===== src/rtl/pat2d_pkg.sv =====
// Shared types, constants and trig table for the 2D point transform.
package pat2d_pkg;

   localparam int REG_WIDTH       = 16;
   localparam int ANGLE_WIDTH     = 9;
   localparam int CSR_INDEX_WIDTH = 3;
   localparam int TABLE_FRAC      = 14;

   localparam int COORD_WIDTH_DEFAULT      = 16;
   localparam int FACTOR_FRAC_BITS_DEFAULT = 8;
   localparam int TRIG_FRAC_BITS_DEFAULT   = 14;

   localparam logic [ANGLE_WIDTH-1:0] QUARTER_TURN       = 9'd90;
   localparam logic [ANGLE_WIDTH-1:0] HALF_TURN          = 9'd180;
   localparam logic [ANGLE_WIDTH-1:0] THREE_QUARTER_TURN = 9'd270;
   localparam logic [ANGLE_WIDTH-1:0] FULL_TURN          = 9'd360;

   typedef enum logic [1:0] {
      MODE_TRANSLATE = 2'd0,
      MODE_ROTATE    = 2'd1,
      MODE_SCALE     = 2'd2,
      MODE_SHEAR     = 2'd3
   } mode_type;

   typedef enum logic [CSR_INDEX_WIDTH-1:0] {
      REG_MODE         = 3'd0,
      REG_CENTER_X     = 3'd1,
      REG_CENTER_Y     = 3'd2,
      REG_AMOUNT_X     = 3'd3,
      REG_AMOUNT_Y     = 3'd4,
      REG_ROTATE_ANGLE = 3'd5
   } reg_index_type;

   // Final right shift applied to the accumulated sum
   typedef enum logic [1:0] {
      SHIFT_NONE   = 2'd0,
      SHIFT_TRIG   = 2'd1,
      SHIFT_FACTOR = 2'd2
   } shift_type;

   typedef struct packed {
      mode_type                       mode;
      logic signed [REG_WIDTH-1:0]    center_x;
      logic signed [REG_WIDTH-1:0]    center_y;
      logic signed [REG_WIDTH-1:0]    amount_x;
      logic signed [REG_WIDTH-1:0]    amount_y;
      logic [ANGLE_WIDTH-1:0]         rotate_angle;
   } cfg_type;

   // round(sin(d deg) * 2^14) for d = 0..90
   localparam int QUARTER_SINE [0:90] = '{
      0, 286, 572, 857, 1143, 1428, 1713, 1997, 2280, 2563,
      2845, 3126, 3406, 3686, 3964, 4240, 4516, 4790, 5063, 5334,
      5604, 5872, 6138, 6402, 6664, 6924, 7182, 7438, 7692, 7943,
      8192, 8438, 8682, 8923, 9162, 9397, 9630, 9860, 10087, 10311,
      10531, 10749, 10963, 11174, 11381, 11585, 11786, 11982, 12176, 12365,
      12551, 12733, 12911, 13085, 13255, 13421, 13583, 13741, 13894, 14044,
      14189, 14330, 14466, 14598, 14726, 14849, 14968, 15082, 15191, 15296,
      15396, 15491, 15582, 15668, 15749, 15826, 15897, 15964, 16026, 16083,
      16135, 16182, 16225, 16262, 16294, 16322, 16344, 16362, 16374, 16382,
      16384
   };

   // Width of a multiplier coefficient: trig value or a register value
   function automatic int coef_width(input int trig_frac);
      return (trig_frac + 2 > REG_WIDTH) ? trig_frac + 2 : REG_WIDTH;
   endfunction

   // Sine of a whole-degree angle below two full turns, trig_frac fraction bits
   function automatic int sine_deg(input logic [ANGLE_WIDTH-1:0] angle, input int trig_frac);
      logic [ANGLE_WIDTH-1:0] a;
      logic [6:0]             idx;
      logic                   neg;
      int                     t;
      a = (angle >= FULL_TURN) ? ANGLE_WIDTH'(angle - FULL_TURN) : angle;
      if (a <= QUARTER_TURN) begin
         idx = 7'(a);
         neg = 1'b0;
      end else if (a <= HALF_TURN) begin
         idx = 7'(HALF_TURN - a);
         neg = 1'b0;
      end else if (a <= THREE_QUARTER_TURN) begin
         idx = 7'(a - HALF_TURN);
         neg = 1'b1;
      end else begin
         idx = 7'(FULL_TURN - a);
         neg = 1'b1;
      end
      t = QUARTER_SINE[(idx > 7'd90) ? 7'd90 : idx];
      // Rescale from the table's 14 fraction bits, rounding half up
      if (trig_frac >= TABLE_FRAC) begin
         t = t <<< (trig_frac - TABLE_FRAC);
      end else begin
         t = (t + (1 <<< (TABLE_FRAC - trig_frac - 1))) >>> (TABLE_FRAC - trig_frac);
      end
      return neg ? -t : t;
   endfunction

endpackage


===== src/rtl/pat2d_front.sv =====
// Stage one: offsets from the center, sine and cosine lookup, operand selection.
module pat2d_front #(
   parameter int COORD_WIDTH      = pat2d_pkg::COORD_WIDTH_DEFAULT,
   parameter int FACTOR_FRAC_BITS = pat2d_pkg::FACTOR_FRAC_BITS_DEFAULT,
   parameter int TRIG_FRAC_BITS   = pat2d_pkg::TRIG_FRAC_BITS_DEFAULT,
   localparam int AW     = COORD_WIDTH + 1,
   localparam int COEF_W = pat2d_pkg::coef_width(TRIG_FRAC_BITS),
   localparam int SW     = AW + COEF_W + 2
) (
   input  logic                          clock,
   input  logic                          reset,
   input  pat2d_pkg::cfg_type            cfg,
   input  logic                          in_valid,
   output logic                          in_ready,
   input  logic signed [COORD_WIDTH-1:0] point_x,
   input  logic signed [COORD_WIDTH-1:0] point_y,
   output logic                          out_valid,
   input  logic                          out_ready,
   output logic signed [AW-1:0]          a0,
   output logic signed [AW-1:0]          a1,
   output logic signed [AW-1:0]          a2,
   output logic signed [AW-1:0]          a3,
   output logic signed [COEF_W-1:0]      b0,
   output logic signed [COEF_W-1:0]      b1,
   output logic signed [COEF_W-1:0]      b2,
   output logic signed [COEF_W-1:0]      b3,
   output logic signed [SW-1:0]          base_x,
   output logic signed [SW-1:0]          base_y,
   output pat2d_pkg::shift_type          shift
);
   import pat2d_pkg::*;

   localparam int CEN_W = (COORD_WIDTH < REG_WIDTH) ? COORD_WIDTH : REG_WIDTH;

   logic                     valid_ff;
   logic signed [AW-1:0]     a0_ff, a1_ff, a2_ff, a3_ff;
   logic signed [AW-1:0]     a0_in, a1_in, a2_in, a3_in;
   logic signed [COEF_W-1:0] b0_ff, b1_ff, b2_ff, b3_ff;
   logic signed [COEF_W-1:0] b0_in, b1_in, b2_in, b3_in;
   logic signed [SW-1:0]     base_x_ff, base_y_ff, base_x_in, base_y_in;
   shift_type                shift_ff, shift_in;

   logic signed [AW-1:0]      px, py, cx, cy, dx, dy, bx, by;
   logic signed [COEF_W-1:0]  ax, ay, sin_c, cos_c;
   logic [ANGLE_WIDTH-1:0]    angle_r;

   // Offsets from the center, coordinates widened by one bit
   always_comb begin
      px = AW'(point_x);
      py = AW'(point_y);
      cx = AW'(signed'(cfg.center_x[CEN_W-1:0]));
      cy = AW'(signed'(cfg.center_y[CEN_W-1:0]));
      dx = px - cx;
      dy = py - cy;
      ax = COEF_W'(cfg.amount_x);
      ay = COEF_W'(cfg.amount_y);
   end

   // Fold the angle into one turn, then look up sine and cosine
   always_comb begin
      angle_r = (cfg.rotate_angle >= FULL_TURN) ?
                ANGLE_WIDTH'(cfg.rotate_angle - FULL_TURN) : cfg.rotate_angle;
      sin_c   = COEF_W'(sine_deg(angle_r, TRIG_FRAC_BITS));
      cos_c   = COEF_W'(sine_deg(ANGLE_WIDTH'(angle_r + QUARTER_TURN), TRIG_FRAC_BITS));
   end

   // Pick up to two products per axis and the base term for the mode
   always_comb begin
      a0_in = '0; a1_in = '0; a2_in = '0; a3_in = '0;
      b0_in = '0; b1_in = '0; b2_in = '0; b3_in = '0;
      bx = px;
      by = py;
      shift_in = SHIFT_NONE;
      case (cfg.mode)
         MODE_ROTATE: begin
            a0_in = dx; b0_in = cos_c;
            a1_in = dy; b1_in = -sin_c;
            a2_in = dx; b2_in = sin_c;
            a3_in = dy; b3_in = cos_c;
            bx = cx;
            by = cy;
            shift_in = SHIFT_TRIG;
         end
         MODE_SCALE: begin
            a0_in = dx; b0_in = ax;
            a2_in = dy; b2_in = ay;
            bx = cx;
            by = cy;
            shift_in = SHIFT_FACTOR;
         end
         MODE_SHEAR: begin
            a0_in = dy; b0_in = ax;
            a2_in = dx; b2_in = ay;
            shift_in = SHIFT_FACTOR;
         end
         default: begin
            a0_in = AW'(1); b0_in = ax;
            a2_in = AW'(1); b2_in = ay;
         end
      endcase
   end

   // Base term scaled up to the product's fraction
   always_comb begin
      case (shift_in)
         SHIFT_TRIG: begin
            base_x_in = SW'(bx) <<< TRIG_FRAC_BITS;
            base_y_in = SW'(by) <<< TRIG_FRAC_BITS;
         end
         SHIFT_FACTOR: begin
            base_x_in = SW'(bx) <<< FACTOR_FRAC_BITS;
            base_y_in = SW'(by) <<< FACTOR_FRAC_BITS;
         end
         default: begin
            base_x_in = SW'(bx);
            base_y_in = SW'(by);
         end
      endcase
   end

   assign in_ready = !valid_ff || out_ready;

   // Advance the stage when it is empty or the next one can take the word
   always_ff @(posedge clock) begin
      if (reset) begin
         valid_ff <= 1'b0;
      end else if (in_ready) begin
         valid_ff <= in_valid;
      end
   end

   always_ff @(posedge clock) begin
      if (in_ready && in_valid) begin
         a0_ff     <= a0_in;
         a1_ff     <= a1_in;
         a2_ff     <= a2_in;
         a3_ff     <= a3_in;
         b0_ff     <= b0_in;
         b1_ff     <= b1_in;
         b2_ff     <= b2_in;
         b3_ff     <= b3_in;
         base_x_ff <= base_x_in;
         base_y_ff <= base_y_in;
         shift_ff  <= shift_in;
      end
   end

   assign out_valid = valid_ff;
   assign a0 = a0_ff;
   assign a1 = a1_ff;
   assign a2 = a2_ff;
   assign a3 = a3_ff;
   assign b0 = b0_ff;
   assign b1 = b1_ff;
   assign b2 = b2_ff;
   assign b3 = b3_ff;
   assign base_x = base_x_ff;
   assign base_y = base_y_ff;
   assign shift  = shift_ff;

endmodule


===== src/rtl/pat2d_mac.sv =====
// Stages two and three: four registered products, then the per-axis sums.
module pat2d_mac #(
   parameter int COORD_WIDTH    = pat2d_pkg::COORD_WIDTH_DEFAULT,
   parameter int TRIG_FRAC_BITS = pat2d_pkg::TRIG_FRAC_BITS_DEFAULT,
   localparam int AW     = COORD_WIDTH + 1,
   localparam int COEF_W = pat2d_pkg::coef_width(TRIG_FRAC_BITS),
   localparam int PW     = AW + COEF_W,
   localparam int SW     = PW + 2
) (
   input  logic                     clock,
   input  logic                     reset,
   input  logic                     in_valid,
   output logic                     in_ready,
   input  logic signed [AW-1:0]     a0,
   input  logic signed [AW-1:0]     a1,
   input  logic signed [AW-1:0]     a2,
   input  logic signed [AW-1:0]     a3,
   input  logic signed [COEF_W-1:0] b0,
   input  logic signed [COEF_W-1:0] b1,
   input  logic signed [COEF_W-1:0] b2,
   input  logic signed [COEF_W-1:0] b3,
   input  logic signed [SW-1:0]     base_x,
   input  logic signed [SW-1:0]     base_y,
   input  pat2d_pkg::shift_type     shift,
   output logic                     out_valid,
   input  logic                     out_ready,
   output logic signed [SW-1:0]     sum_x,
   output logic signed [SW-1:0]     sum_y,
   output pat2d_pkg::shift_type     sum_shift
);
   import pat2d_pkg::*;

   logic                 prod_valid_ff, sum_valid_ff;
   logic                 prod_ready, sum_ready;
   logic signed [PW-1:0] p0_ff, p1_ff, p2_ff, p3_ff;
   logic signed [PW-1:0] p0_in, p1_in, p2_in, p3_in;
   logic signed [SW-1:0] pbase_x_ff, pbase_y_ff;
   shift_type            pshift_ff, sshift_ff;
   logic signed [SW-1:0] sum_x_ff, sum_y_ff, sum_x_in, sum_y_in;

   // Multiply
   always_comb begin
      p0_in = a0 * b0;
      p1_in = a1 * b1;
      p2_in = a2 * b2;
      p3_in = a3 * b3;
   end

   // Accumulate base and two products per axis
   always_comb begin
      sum_x_in = pbase_x_ff + SW'(p0_ff) + SW'(p1_ff);
      sum_y_in = pbase_y_ff + SW'(p2_ff) + SW'(p3_ff);
   end

   assign sum_ready  = !sum_valid_ff || out_ready;
   assign prod_ready = !prod_valid_ff || sum_ready;
   assign in_ready   = prod_ready;

   // Advance valid bits stage by stage
   always_ff @(posedge clock) begin
      if (reset) begin
         prod_valid_ff <= 1'b0;
         sum_valid_ff  <= 1'b0;
      end else begin
         if (prod_ready) begin
            prod_valid_ff <= in_valid;
         end
         if (sum_ready) begin
            sum_valid_ff <= prod_valid_ff;
         end
      end
   end

   always_ff @(posedge clock) begin
      if (prod_ready && in_valid) begin
         p0_ff      <= p0_in;
         p1_ff      <= p1_in;
         p2_ff      <= p2_in;
         p3_ff      <= p3_in;
         pbase_x_ff <= base_x;
         pbase_y_ff <= base_y;
         pshift_ff  <= shift;
      end
      if (sum_ready && prod_valid_ff) begin
         sum_x_ff  <= sum_x_in;
         sum_y_ff  <= sum_y_in;
         sshift_ff <= pshift_ff;
      end
   end

   assign out_valid = sum_valid_ff;
   assign sum_x     = sum_x_ff;
   assign sum_y     = sum_y_ff;
   assign sum_shift = sshift_ff;

endmodule


===== src/rtl/pat2d_round.sv =====
// Stage four: divide by the fraction truncating toward zero, saturate, hold output.
module pat2d_round #(
   parameter int COORD_WIDTH      = pat2d_pkg::COORD_WIDTH_DEFAULT,
   parameter int FACTOR_FRAC_BITS = pat2d_pkg::FACTOR_FRAC_BITS_DEFAULT,
   parameter int TRIG_FRAC_BITS   = pat2d_pkg::TRIG_FRAC_BITS_DEFAULT,
   localparam int SW = COORD_WIDTH + 1 + pat2d_pkg::coef_width(TRIG_FRAC_BITS) + 2
) (
   input  logic                          clock,
   input  logic                          reset,
   input  logic                          in_valid,
   output logic                          in_ready,
   input  logic signed [SW-1:0]          sum_x,
   input  logic signed [SW-1:0]          sum_y,
   input  pat2d_pkg::shift_type          shift,
   output logic                          out_valid,
   input  logic                          out_ready,
   output logic signed [COORD_WIDTH-1:0] new_x,
   output logic signed [COORD_WIDTH-1:0] new_y,
   output logic                          saturated
);
   import pat2d_pkg::*;

   localparam logic signed [SW-1:0] TRIG_MASK   = SW'((64'sd1 <<< TRIG_FRAC_BITS) - 64'sd1);
   localparam logic signed [SW-1:0] FACTOR_MASK = SW'((64'sd1 <<< FACTOR_FRAC_BITS) - 64'sd1);
   localparam logic signed [SW-1:0] NO_BIAS     = '0;
   localparam logic signed [SW-1:0] SAT_HI      = SW'((64'sd1 <<< (COORD_WIDTH - 1)) - 64'sd1);
   localparam logic signed [SW-1:0] SAT_LO      = -SAT_HI - SW'(1);

   logic                          valid_ff;
   logic signed [COORD_WIDTH-1:0] new_x_ff, new_y_ff, new_x_in, new_y_in;
   logic                          sat_ff, sat_in;
   logic signed [SW-1:0]          qx, qy;
   logic                          clip_x, clip_y;

   // Truncate toward zero: bias negative sums before the arithmetic shift
   always_comb begin
      case (shift)
         SHIFT_TRIG: begin
            qx = (sum_x + (sum_x[SW-1] ? TRIG_MASK : NO_BIAS)) >>> TRIG_FRAC_BITS;
            qy = (sum_y + (sum_y[SW-1] ? TRIG_MASK : NO_BIAS)) >>> TRIG_FRAC_BITS;
         end
         SHIFT_FACTOR: begin
            qx = (sum_x + (sum_x[SW-1] ? FACTOR_MASK : NO_BIAS)) >>> FACTOR_FRAC_BITS;
            qy = (sum_y + (sum_y[SW-1] ? FACTOR_MASK : NO_BIAS)) >>> FACTOR_FRAC_BITS;
         end
         default: begin
            qx = sum_x;
            qy = sum_y;
         end
      endcase
   end

   // Clip each axis to the coordinate range
   always_comb begin
      clip_x = (qx > SAT_HI) || (qx < SAT_LO);
      clip_y = (qy > SAT_HI) || (qy < SAT_LO);
      if (qx > SAT_HI) begin
         new_x_in = SAT_HI[COORD_WIDTH-1:0];
      end else if (qx < SAT_LO) begin
         new_x_in = SAT_LO[COORD_WIDTH-1:0];
      end else begin
         new_x_in = qx[COORD_WIDTH-1:0];
      end
      if (qy > SAT_HI) begin
         new_y_in = SAT_HI[COORD_WIDTH-1:0];
      end else if (qy < SAT_LO) begin
         new_y_in = SAT_LO[COORD_WIDTH-1:0];
      end else begin
         new_y_in = qy[COORD_WIDTH-1:0];
      end
      sat_in = clip_x || clip_y;
   end

   assign in_ready = !valid_ff || out_ready;

   // Output register: take a new word when empty or when the current one leaves
   always_ff @(posedge clock) begin
      if (reset) begin
         valid_ff <= 1'b0;
      end else if (in_ready) begin
         valid_ff <= in_valid;
      end
   end

   always_ff @(posedge clock) begin
      if (in_ready && in_valid) begin
         new_x_ff <= new_x_in;
         new_y_ff <= new_y_in;
         sat_ff   <= sat_in;
      end
   end

   assign out_valid = valid_ff;
   assign new_x     = new_x_ff;
   assign new_y     = new_y_ff;
   assign saturated = sat_ff;

endmodule


===== src/rtl/point_affine_transform_2d.sv =====
// Top level of the 2D point transform: configuration registers and the four-stage pipeline.
// Takes one point per clock unless stalled and returns one transformed point per point,
// in order, through the stages of operand selection with sine/cosine lookup, the four
// parallel multipliers, the per-axis sum, then truncation and saturation into the
// output register. Throughput is one word per cycle while rsp_tready stays high; a
// stall on the result side backs up through the stage valid bits to req_tready.
// Configuration writes are always accepted and take effect on points accepted after
// them; write only while no point is in flight.
module point_affine_transform_2d #(
   parameter int COORD_WIDTH      = pat2d_pkg::COORD_WIDTH_DEFAULT,
   parameter int FACTOR_FRAC_BITS = pat2d_pkg::FACTOR_FRAC_BITS_DEFAULT,
   parameter int TRIG_FRAC_BITS   = pat2d_pkg::TRIG_FRAC_BITS_DEFAULT,
   localparam int DATA_W = ((2 * COORD_WIDTH + 7) / 8) * 8
) (
   input  logic                                    clock,
   input  logic                                    reset,
   input  logic                                    csr_valid,
   output logic                                    csr_ready,
   input  logic [pat2d_pkg::CSR_INDEX_WIDTH-1:0]   csr_index,
   input  logic [pat2d_pkg::REG_WIDTH-1:0]         csr_wdata,
   input  logic                                    req_tvalid,
   output logic                                    req_tready,
   input  logic [DATA_W-1:0]                       req_tdata,  // point_x, point_y
   output logic                                    rsp_tvalid,
   input  logic                                    rsp_tready,
   output logic [DATA_W-1:0]                       rsp_tdata,  // new_x, new_y
   output logic [0:0]                              rsp_tuser   // saturated
);
   import pat2d_pkg::*;

   localparam int AW     = COORD_WIDTH + 1;
   localparam int COEF_W = coef_width(TRIG_FRAC_BITS);
   localparam int SW     = AW + COEF_W + 2;
   localparam logic signed [COORD_WIDTH-1:0] COORD_MAX = {1'b0, {(COORD_WIDTH-1){1'b1}}};
   localparam logic signed [COORD_WIDTH-1:0] COORD_MIN = {1'b1, {(COORD_WIDTH-1){1'b0}}};

   cfg_type cfg_ff;

   logic                          f_valid, f_ready, m_valid, m_ready;
   logic signed [AW-1:0]          a0, a1, a2, a3;
   logic signed [COEF_W-1:0]      b0, b1, b2, b3;
   logic signed [SW-1:0]          base_x, base_y, sum_x, sum_y;
   shift_type                     shift, sum_shift;
   logic signed [COORD_WIDTH-1:0] point_x, point_y, new_x, new_y;
   logic                          saturated;

   assign csr_ready = 1'b1;

   // Register writes; indexes beyond the list are dropped
   always_ff @(posedge clock) begin
      if (reset) begin
         cfg_ff <= '0;
      end else if (csr_valid && csr_ready) begin
         case (csr_index)
            REG_MODE:         cfg_ff.mode         <= mode_type'(csr_wdata[1:0]);
            REG_CENTER_X:     cfg_ff.center_x     <= csr_wdata;
            REG_CENTER_Y:     cfg_ff.center_y     <= csr_wdata;
            REG_AMOUNT_X:     cfg_ff.amount_x     <= csr_wdata;
            REG_AMOUNT_Y:     cfg_ff.amount_y     <= csr_wdata;
            REG_ROTATE_ANGLE: cfg_ff.rotate_angle <= csr_wdata[ANGLE_WIDTH-1:0];
            default: begin
            end
         endcase
      end
   end

   assign point_x = req_tdata[COORD_WIDTH-1:0];
   assign point_y = req_tdata[2*COORD_WIDTH-1:COORD_WIDTH];

   pat2d_front #(
      .COORD_WIDTH      (COORD_WIDTH),
      .FACTOR_FRAC_BITS (FACTOR_FRAC_BITS),
      .TRIG_FRAC_BITS   (TRIG_FRAC_BITS)
   ) u_front (
      .clock     (clock),
      .reset     (reset),
      .cfg       (cfg_ff),
      .in_valid  (req_tvalid),
      .in_ready  (req_tready),
      .point_x   (point_x),
      .point_y   (point_y),
      .out_valid (f_valid),
      .out_ready (f_ready),
      .a0        (a0),
      .a1        (a1),
      .a2        (a2),
      .a3        (a3),
      .b0        (b0),
      .b1        (b1),
      .b2        (b2),
      .b3        (b3),
      .base_x    (base_x),
      .base_y    (base_y),
      .shift     (shift)
   );

   pat2d_mac #(
      .COORD_WIDTH    (COORD_WIDTH),
      .TRIG_FRAC_BITS (TRIG_FRAC_BITS)
   ) u_mac (
      .clock     (clock),
      .reset     (reset),
      .in_valid  (f_valid),
      .in_ready  (f_ready),
      .a0        (a0),
      .a1        (a1),
      .a2        (a2),
      .a3        (a3),
      .b0        (b0),
      .b1        (b1),
      .b2        (b2),
      .b3        (b3),
      .base_x    (base_x),
      .base_y    (base_y),
      .shift     (shift),
      .out_valid (m_valid),
      .out_ready (m_ready),
      .sum_x     (sum_x),
      .sum_y     (sum_y),
      .sum_shift (sum_shift)
   );

   pat2d_round #(
      .COORD_WIDTH      (COORD_WIDTH),
      .FACTOR_FRAC_BITS (FACTOR_FRAC_BITS),
      .TRIG_FRAC_BITS   (TRIG_FRAC_BITS)
   ) u_round (
      .clock     (clock),
      .reset     (reset),
      .in_valid  (m_valid),
      .in_ready  (m_ready),
      .sum_x     (sum_x),
      .sum_y     (sum_y),
      .shift     (sum_shift),
      .out_valid (rsp_tvalid),
      .out_ready (rsp_tready),
      .new_x     (new_x),
      .new_y     (new_y),
      .saturated (saturated)
   );

   assign rsp_tdata = DATA_W'({new_y, new_x});
   assign rsp_tuser = saturated;

   // A clipped word carries a range limit on at least one axis
   assert property (@(posedge clock) disable iff (reset)
      (rsp_tvalid && saturated) |->
         (new_x == COORD_MAX || new_x == COORD_MIN ||
          new_y == COORD_MAX || new_y == COORD_MIN))
      else $error("saturated flag without a clipped coordinate");

   // Input backpressure only when every stage is full and the output is stalled
   assert property (@(posedge clock) disable iff (reset)
      !req_tready |-> (rsp_tvalid && !rsp_tready && f_valid && m_valid))
      else $error("input stalled while the pipeline has room");

   // A mode write lands in the mode register
   assert property (@(posedge clock) disable iff (reset)
      (csr_valid && csr_ready && csr_index == REG_MODE) |=>
         (cfg_ff.mode == mode_type'($past(csr_wdata[1:0]))))
      else $error("mode register did not take the written value");

endmodule


===== config.mk =====
export PLATFORM = sky130hd
export DESIGN_NAME = point_affine_transform_2d
export DESIGN_NICKNAME = d
export VERILOG_FILES = /design/src/rtl/pat2d_pkg.sv /design/src/rtl/pat2d_front.sv /design/src/rtl/pat2d_mac.sv /design/src/rtl/pat2d_round.sv /design/src/rtl/point_affine_transform_2d.sv
export SDC_FILE = /design/constraint.sdc
export NUM_CORES = 2
export LEC_CHECK = 0
export ABC_AREA = 1
export ABC_CLOCK_PERIOD_IN_PS = 11800
export BUFFER_PORTS_ARGS = -buffer_cell sky130_fd_sc_hd__buf_2
export CORE_UTILIZATION = 40
export CTS_CLUSTER_DIAMETER = 40
export DETAILED_ROUTE_END_ITERATION = 10
export SLEW_MARGIN = 15
export SYNTH_ARGS = -nofsm -noshare
export SYNTH_HDL_FRONTEND = slang
export SYNTH_SLANG_ARGS = --single-unit

===== constraint.sdc =====
create_clock -name clock -period 11.8 [get_ports clock]
set_clock_uncertainty 0.1 [all_clocks]
set_input_delay 1.18 -clock clock [delete_from_list [all_inputs] [get_ports clock]]
set_output_delay 1.18 -clock clock [all_outputs]
set_load 0.02 [all_outputs]

* Word level (Yosys, flattened, before mapping)
Memory sizes are Yosys's and may differ from the RTL's.
Cells that the tools add are included.
** Word-level totals
- Register bits :: 559
- ROM bits :: 8192
- Bits of input ports :: 56
- Output and inout port bits :: 36
- Logic and storage cells :: 156
- Memories :: 2
** Memory list
- (no name shown) :: words 128, width 32, read ports 1, clocked after Yosys merged registers in 0, wr ports 0, RTL line pat2d_pkg.sv:89 : t = QUARTER_SINE[(idx > 7'd90) ? 7'd90 : idx];
- (no name shown) :: words 128, width 32, read ports 1, clocked after Yosys merged registers in 0, wr ports 0, RTL line pat2d_pkg.sv:89
** Cells by class
- Add/subtract/negate cells :: 23
- Multipliers :: 4
- $lt $le $gt $ge :: 17
- Eq/ne operators :: 12
- Mux-type cells :: 38
- Bitwise gates (word level) :: 2
- Reductions and logical operators :: 25
** Operator list (count)
- 2-to-1 mux 16 bit :: 10
- adder 35 bit :: 4
- case mux 35 bit (2 select lines) :: 2
- multiplier 17 x 16 -> 33 bit :: 4
- case mux 30 bit (2 select lines) :: 2
- adder 35 x 33 -> 35 bit :: 2
- greater-than comparator 35 x 16 -> 1 bit, second input constant :: 2
- < comparator 35 x 16 -> 1 bit, second input constant :: 2
- adder 31 x 33 -> 34 bit :: 2
- case mux 17 bit (2 select lines) :: 2
- 2-to-1 mux 7 bit :: 8
- negator 16 bit :: 3
- 2-to-1 mux 17 bit :: 2
- subtractor 16 x 16 -> 17 bit :: 2
- 2-to-1 mux 14 bit :: 2
- greater-or-equal comparator 9 bit, second input constant :: 3
- 2-to-1 mux 9 bit :: 3
- subtractor 9 bit, second input constant :: 3
- less-or-equal comparator 9 x 7 -> 1 bit, second input constant :: 2
- less-or-equal comparator 9 x 8 -> 1 bit, second input constant :: 2
- less-or-equal comparator 9 bit, second input constant :: 2
- greater-or-equal comparator 8 bit, second input constant :: 2
- 2-to-1 mux 8 bit :: 2
- inverter 7 -> 8 bit :: 2
- 18 further kinds :: 51

* Logic depth before layout (Yosys ltp)
- Word-level depth :: 18
- Gate-level depth with buffers :: 56
- Mapped depth without buffers :: 55

* Cells and area by module
From an unflattened synthesis, not the netlist that was laid out.
** Unflattened totals
- Cells, all modules :: 11343
- Area, all modules :: 85094.1 sq um
** By module, submodules not included
- pat2d_mac :: times used 1, cells an instance 7381, area an instance 59467.0 sq um, seq. area each 8328.0 sq um
- pat2d_front :: times used 1, cells an instance 2303, area an instance 16074.2 sq um, seq. area each 5335.1 sq um
- pat2d_round :: times used 1, cells an instance 1219, area an instance 6508.7 sq um, seq. area each 1011.0 sq um
- point_affine_transform_2d :: times used 1, cells an instance 440, area an instance 3044.2 sq um, seq. area each 1501.4 sq um

* Worst setup path after synthesis
OpenSTA, ideal clock, no wires.
- Kind :: input to register
- From :: input port rsp_tready
- To :: register u_front.a0_ff[0], in the netlist u_front.a0[0], enable pin
- Setup time :: 721 ps
- Arrival :: 8950 ps
- Data required time :: 10979 ps
- Setup slack :: 2029 ps
- Stages on the path :: 8
- Buffers on the path :: 0
- Path through :: nor2_1 > inv_1 > nor2_1 > inv_1 > nor2_1 > inv_1 > nor2_1 > nor2_1
** Between the ends
- Longest elaborated chain between the ends :: 5
** RTL lines
- from (decl) :: RTL line point_affine_transform_2d.sv:25 : input logic rsp_tready,
- logical OR 1 bit :: RTL line pat2d_round.sv:74 : assign in_ready = !valid_ff || out_ready;
- logical OR 1 bit :: RTL line pat2d_mac.sv:55 : assign sum_ready = !sum_valid_ff || out_ready;
- logical OR 1 bit :: RTL line pat2d_mac.sv:56 : assign prod_ready = !prod_valid_ff || sum_ready;
- logical OR 1 bit :: RTL line pat2d_front.sv:121 : assign in_ready = !valid_ff || out_ready;
- logical AND 1 bit :: RTL line pat2d_front.sv:133 : if (in_ready && in_valid) begin
- to (signal assigned) :: RTL line pat2d_front.sv:134 : a0_ff <= a0_in;
- to (decl) :: RTL line pat2d_front.sv:36 : logic signed [AW-1:0] a0_ff, a1_ff, a2_ff, a3_ff;
Every way passes these cells.
A chain may end at the register's enable or synchronous reset.

* Final worst setup path
- From :: register u_front.b3_ff[5], in the netlist u_front.b3[5]
- To :: register u_mac.p3_ff[31] (data pin)
** Between the ends
- Longest elaborated chain between the ends :: 1
** RTL lines
- from (decl) :: RTL line pat2d_front.sv:38 : logic signed [COEF_W-1:0] b0_ff, b1_ff, b2_ff, b3_ff;
- from (signal assigned) :: RTL line pat2d_front.sv:141 : b3_ff <= b3_in;
- multiplier 17 x 16 -> 33 bit :: RTL line pat2d_mac.sv:46 : p3_in = a3 * b3;
- named net u_mac.p3_in[31] :: RTL line pat2d_mac.sv:36 : logic signed [PW-1:0] p0_in, p1_in, p2_in, p3_in;
- to (signal assigned) :: RTL line pat2d_mac.sv:79 : p3_ff <= p3_in;
- to (decl) :: RTL line pat2d_mac.sv:35 : logic signed [PW-1:0] p0_ff, p1_ff, p2_ff, p3_ff;
The timed path passes the listed nets, and every way through them passes these cells.

==> impl_metrics.prom <==
# TYPE chip_impl_metric gauge
chip_impl_info{name="outcome",value="completed"} 1
chip_impl_metric{name="netlist_area",unit="µm²"} 76300
chip_impl_metric{name="cts.sink_count",unit=""} 555
chip_impl_metric{name="hpwlAfterDp",unit="µm"} 180000
chip_impl_metric{name="max_slew_margin",unit="%"} 18.8
chip_impl_metric{name="grt_antenna_before_repair",unit=""} 21
chip_impl_metric{name="first_pass_grt_wire_length",unit="µm"} 352000
chip_impl_metric{name="timing.fmax",unit="MHz"} 121
chip_impl_metric{name="numPlacedInstances",unit=""} 11500
chip_impl_metric{name="required_time_of_the_critical_path",unit="ps"} 12100
chip_impl_metric{name="fin_crit",unit="ps"} 8230
chip_impl_metric{name="detail_route.iter0.violations",unit=""} 4226
chip_impl_metric{name="yosys_cell_types",unit=""} 65
chip_impl_info{name="worst_path_most_repeated_cell",value="a21oi_1"} 1
chip_impl_metric{name="synthesis.area_per_instance",unit="µm²"} 8.32
chip_impl_metric{name="setup_viol",unit=""} 0
chip_impl_info{name="ctsRootBufferMaster",value="clkbuf_16"} 1
chip_impl_metric{name="timing.final.max_slew_violations",unit=""} 0
chip_impl_info{name="most_used_cells_in_the_layout_excluding_fill_and_tap_cells",value="nand2_1 (2134), inv_1 (2088), fa_1 (1110), ha_1 (567), edfxtp_1 (476)"} 1
chip_impl_info{name="synthFlopType",value="edfxtp_1"} 1
chip_impl_metric{name="firstDrtPassIters",unit=""} 6
chip_impl_metric{name="grt.overflow.total",unit=""} 0
chip_impl_metric{name="worst_hold_slack",unit="ps"} 302
chip_impl_metric{name="timing.critical_path.fanout_max",unit=""} 17
chip_impl_metric{name="die_w",unit="µm"} 439
chip_impl_metric{name="post_cts_resize_count",unit=""} 0
chip_impl_info{name="rsz0062_at_grt",value="false"} 1
chip_impl_metric{name="post_route_cells_drive_above_1_share",unit="%"} 5.88
chip_impl_metric{name="die_area",unit="µm²"} 192000
chip_impl_metric{name="cts.path.max_buffers",unit=""} 3
chip_impl_metric{name="cap_viol_max_count",unit=""} 0
chip_impl_metric{name="initial_utilization",unit="%"} 40.4
chip_impl_info{name="timing.critical_path.to_type",value="flip-flop"} 1
chip_impl_metric{name="cts.hold.buffers_added",unit=""} 0
chip_impl_metric{name="path_clk_slew",unit="ps"} 50
chip_impl_info{name="min_path_type",value="flip-flop to flip-flop"} 1
chip_impl_metric{name="finish.net_count",unit=""} 10800
chip_impl_metric{name="syn_inst",unit=""} 9171
chip_impl_metric{name="finalCritPeriodShare",unit="%"} 69.8
chip_impl_info{name="critical_path_class",value="flip-flop to flip-flop"} 1
chip_impl_metric{name="leakage",unit="nW"} 40.8
chip_impl_metric{name="power_per_standard_cell_area",unit="nW/µm²"} 230
chip_impl_metric{name="routabilityCongestion",unit=""} 0.945
chip_impl_metric{name="synthArstFlopShare",unit="%"} 0
chip_impl_info{name="crit_slowest_cell",value="edfxtp_1"} 1
chip_impl_metric{name="grt.total_usage",unit="%"} 23.5
chip_impl_metric{name="core-area",unit="µm²"} 189000
chip_impl_metric{name="core_utilization_of_the_finished_layout",unit="%"} 43.8
chip_impl_metric{name="wl",unit="µm"} 223000
chip_impl_info{name="hold_path_startpoint",value="u_front.base_y[24]"} 1
chip_impl_metric{name="setup-tns-final",unit="ps"} 0
chip_impl_info{name="tritoncts_clock_tree",value="done"} 1
chip_impl_metric{name="synth_edf_count",unit=""} 476
chip_impl_metric{name="drt-wirelength-per-cell",unit="µm"} 19.1
chip_impl_info{name="synth.largest_area_cell",value="fa_1"} 1
chip_impl_info{name="crit_start",value="u_front.b3[5]"} 1
chip_impl_metric{name="cts_inserted_buffers",unit=""} 105
chip_impl_metric{name="port_buffers",unit=""} 90
chip_impl_metric{name="routed_vias_inst",unit=""} 5.12
chip_impl_info{name="ranking_of_synthesized_cells_by_area",value="fa_1 (29%), edfxtp_1 (19%), nand2_1 (11%), inv_1 (10%), ha_1 (9.3%)"} 1
chip_impl_metric{name="cts_max_level",unit=""} 3
chip_impl_metric{name="hold_violations_final",unit=""} 0
chip_impl_metric{name="placement_rows",unit=""} 159
chip_impl_metric{name="sequential_area_share_after_synthesis",unit="%"} 20.8
chip_impl_metric{name="routed_via_count",unit=""} 59900
chip_impl_metric{name="clk-insertion-delay-late",unit="ps"} 740
chip_impl_metric{name="ant_nets",unit=""} 0
chip_impl_metric{name="syn-num-nets",unit=""} 10900
chip_impl_metric{name="synth_top_area_share",unit="%"} 29.1
chip_impl_metric{name="top_level_ports",unit=""} 92
chip_impl_metric{name="number_of_global_route_vias_before_repair",unit=""} 61600
chip_impl_metric{name="post_cts.repair.setup_buffers",unit=""} 0
chip_impl_info{name="final_common_cell",value="nand2_1"} 1
chip_impl_metric{name="drc",unit=""} 0
chip_impl_metric{name="yosys_register_bits",unit=""} 555
chip_impl_info{name="worst_r2r_startpoint",value="u_front.b3[5]"} 1
chip_impl_metric{name="layoutNonFillerInstCount",unit=""} 11700
chip_impl_metric{name="grt_max_degree",unit=""} 90
chip_impl_metric{name="synth_warnings",unit=""} 0
chip_impl_info{name="crit_path_start_kind",value="flip-flop"} 1
chip_impl_metric{name="layout-area-overhead-vs-synth",unit="%"} 8.41
chip_impl_metric{name="timing_worst_slew_pin_value",unit="ps"} 1220
chip_impl_metric{name="max_stage_delay",unit="ps"} 990
chip_impl_metric{name="die_h",unit="µm"} 439
chip_impl_metric{name="worst_ep_arrival_time",unit="ps"} 8530
chip_impl_metric{name="ir_drop",unit="mV"} 0.223
[stage by stage]
| stage | instance area [µm²] | worst slack (ps) | power (mW) |
|---|---|---|---|
| 2_1_floorplan | 76300 | 2030 | 12.0 |
| 3_3_place_gp | 78900 | 3370 | 15.8 |
| 3_5_place_dp | 79000 | 3430 | 16.0 |
| 4_1_cts | 82600 | 3320 | 19.1 |
| 5_1_grt | 82700 | 3000 | 20.7 |
| 6_report | 82700 | 3570 | 19.0 |
[flip-flops by register name, indices dropped and copies added (netlist names), 17 cells and up]
register,count
u_mac.p1_ff,33
u_mac.p0_ff,33
u_front.a2,17
u_mac.p3_ff,33
u_front.a0,17
u_mac.pbase_x_ff,30
cfg_ff,75
u_mac.p2_ff,33
u_front.base_y,30
u_mac.pbase_y_ff,30
u_front.base_x,30
u_mac.sum_x,35
u_mac.sum_y,35
u_front.a1,17
[routing by layer]
| metal | GRT usage [%] | up-vias | part of all wire [%] |
|---|---|---|---|
| met5 | 0 | - | 0.030 |
| met4 | 8.08 | 10 | 3.5 |
| met3 | 2.66 | 364 | 5.8 |
| met2 | 38.9 | 1865 | 47 |
| met1 | 31.8 | 29600 | 43 |
| li1 | - | 28100 | - |
[cell type report]
class                   instances  area [µm²]
diodes                         10        25.0
clock buffers                 112        2650
clock inverters                87         973
fillers                     18700      106000
inverters                    2130        8000
multi-input cells            6138       51000
flip-flops and latches        555       15900
well taps                    2495        3120
repair buffers                165        1070
[cells in the mapped netlist, types with 22 or more instances]
cell      number
a31oi_1       30
a21oi_1      426
nor3_1        32
o21ai_1       30
o21ai_0      238
o211ai_1      40
xor2_1       229
o22ai_1       28
inv_1       2090
clkbuf_1     301
edfxtp_1     476
o21bai_1      23
nor2_1       350
or2_2         35
o221ai_1      24
dfxtp_1       79
a211oi_1      58
nand2_2       43
nand3_2       27
nand4_1       53
a21o_1        22
fa_1        1110
ha_1         568
inv_2         30
nand2_1     2134
nand3_1      439
xnor2_1       85
[worst paths after layout]
kind,end,slack [ps],cells after the start
min reg2reg,u_mac.pbase_y_ff[24],300,0
max,u_mac.p3_ff[31],3570,37
max reg2reg,u_mac.p3_ff[31],3570,37
min,u_mac.pbase_y_ff[24],300,0
[power by group]
part / total (mW) / switching (mW) / internal, mW / leakage, nW
registers: 3.71 / 0.516 / 3.19 / 5.22
clock network: 3.06 / 1.17 / 1.89 / 1.73
logic: 12.3 / 7.82 / 4.44 / 33.8
[logic make-up (layout without fill, tap and decap cells)]
logic type / Yosys count / in the layout / synth area share (%)
flip-flops: 555 / 555 / 20.8
XOR/XNOR: 314 / 314 / 3.61
AND/OR/NAND/NOR: 3179 / 3179 / 17.5
buffers and inverters: 2478 / 2494 / 12.4
other: 1 / 11 / 0.00492
adder cells (fa/ha/maj): 1678 / 1678 / 38.4
AO/OA/AOI/OAI: 966 / 966 / 7.25
[worst max-delay path: cells and delay by family (launching register included)]
family                   cells  cell delay [ps]
AO/OA/AOI/OAI               11             1930
XOR/XNOR                     1              280
adder cells (fa/ha/maj)      7             2960
buffers and inverters        5              240
flip-flops                   1              990
AND/OR/NAND/NOR             13             1390
Power figures use the tool's default switching activity.
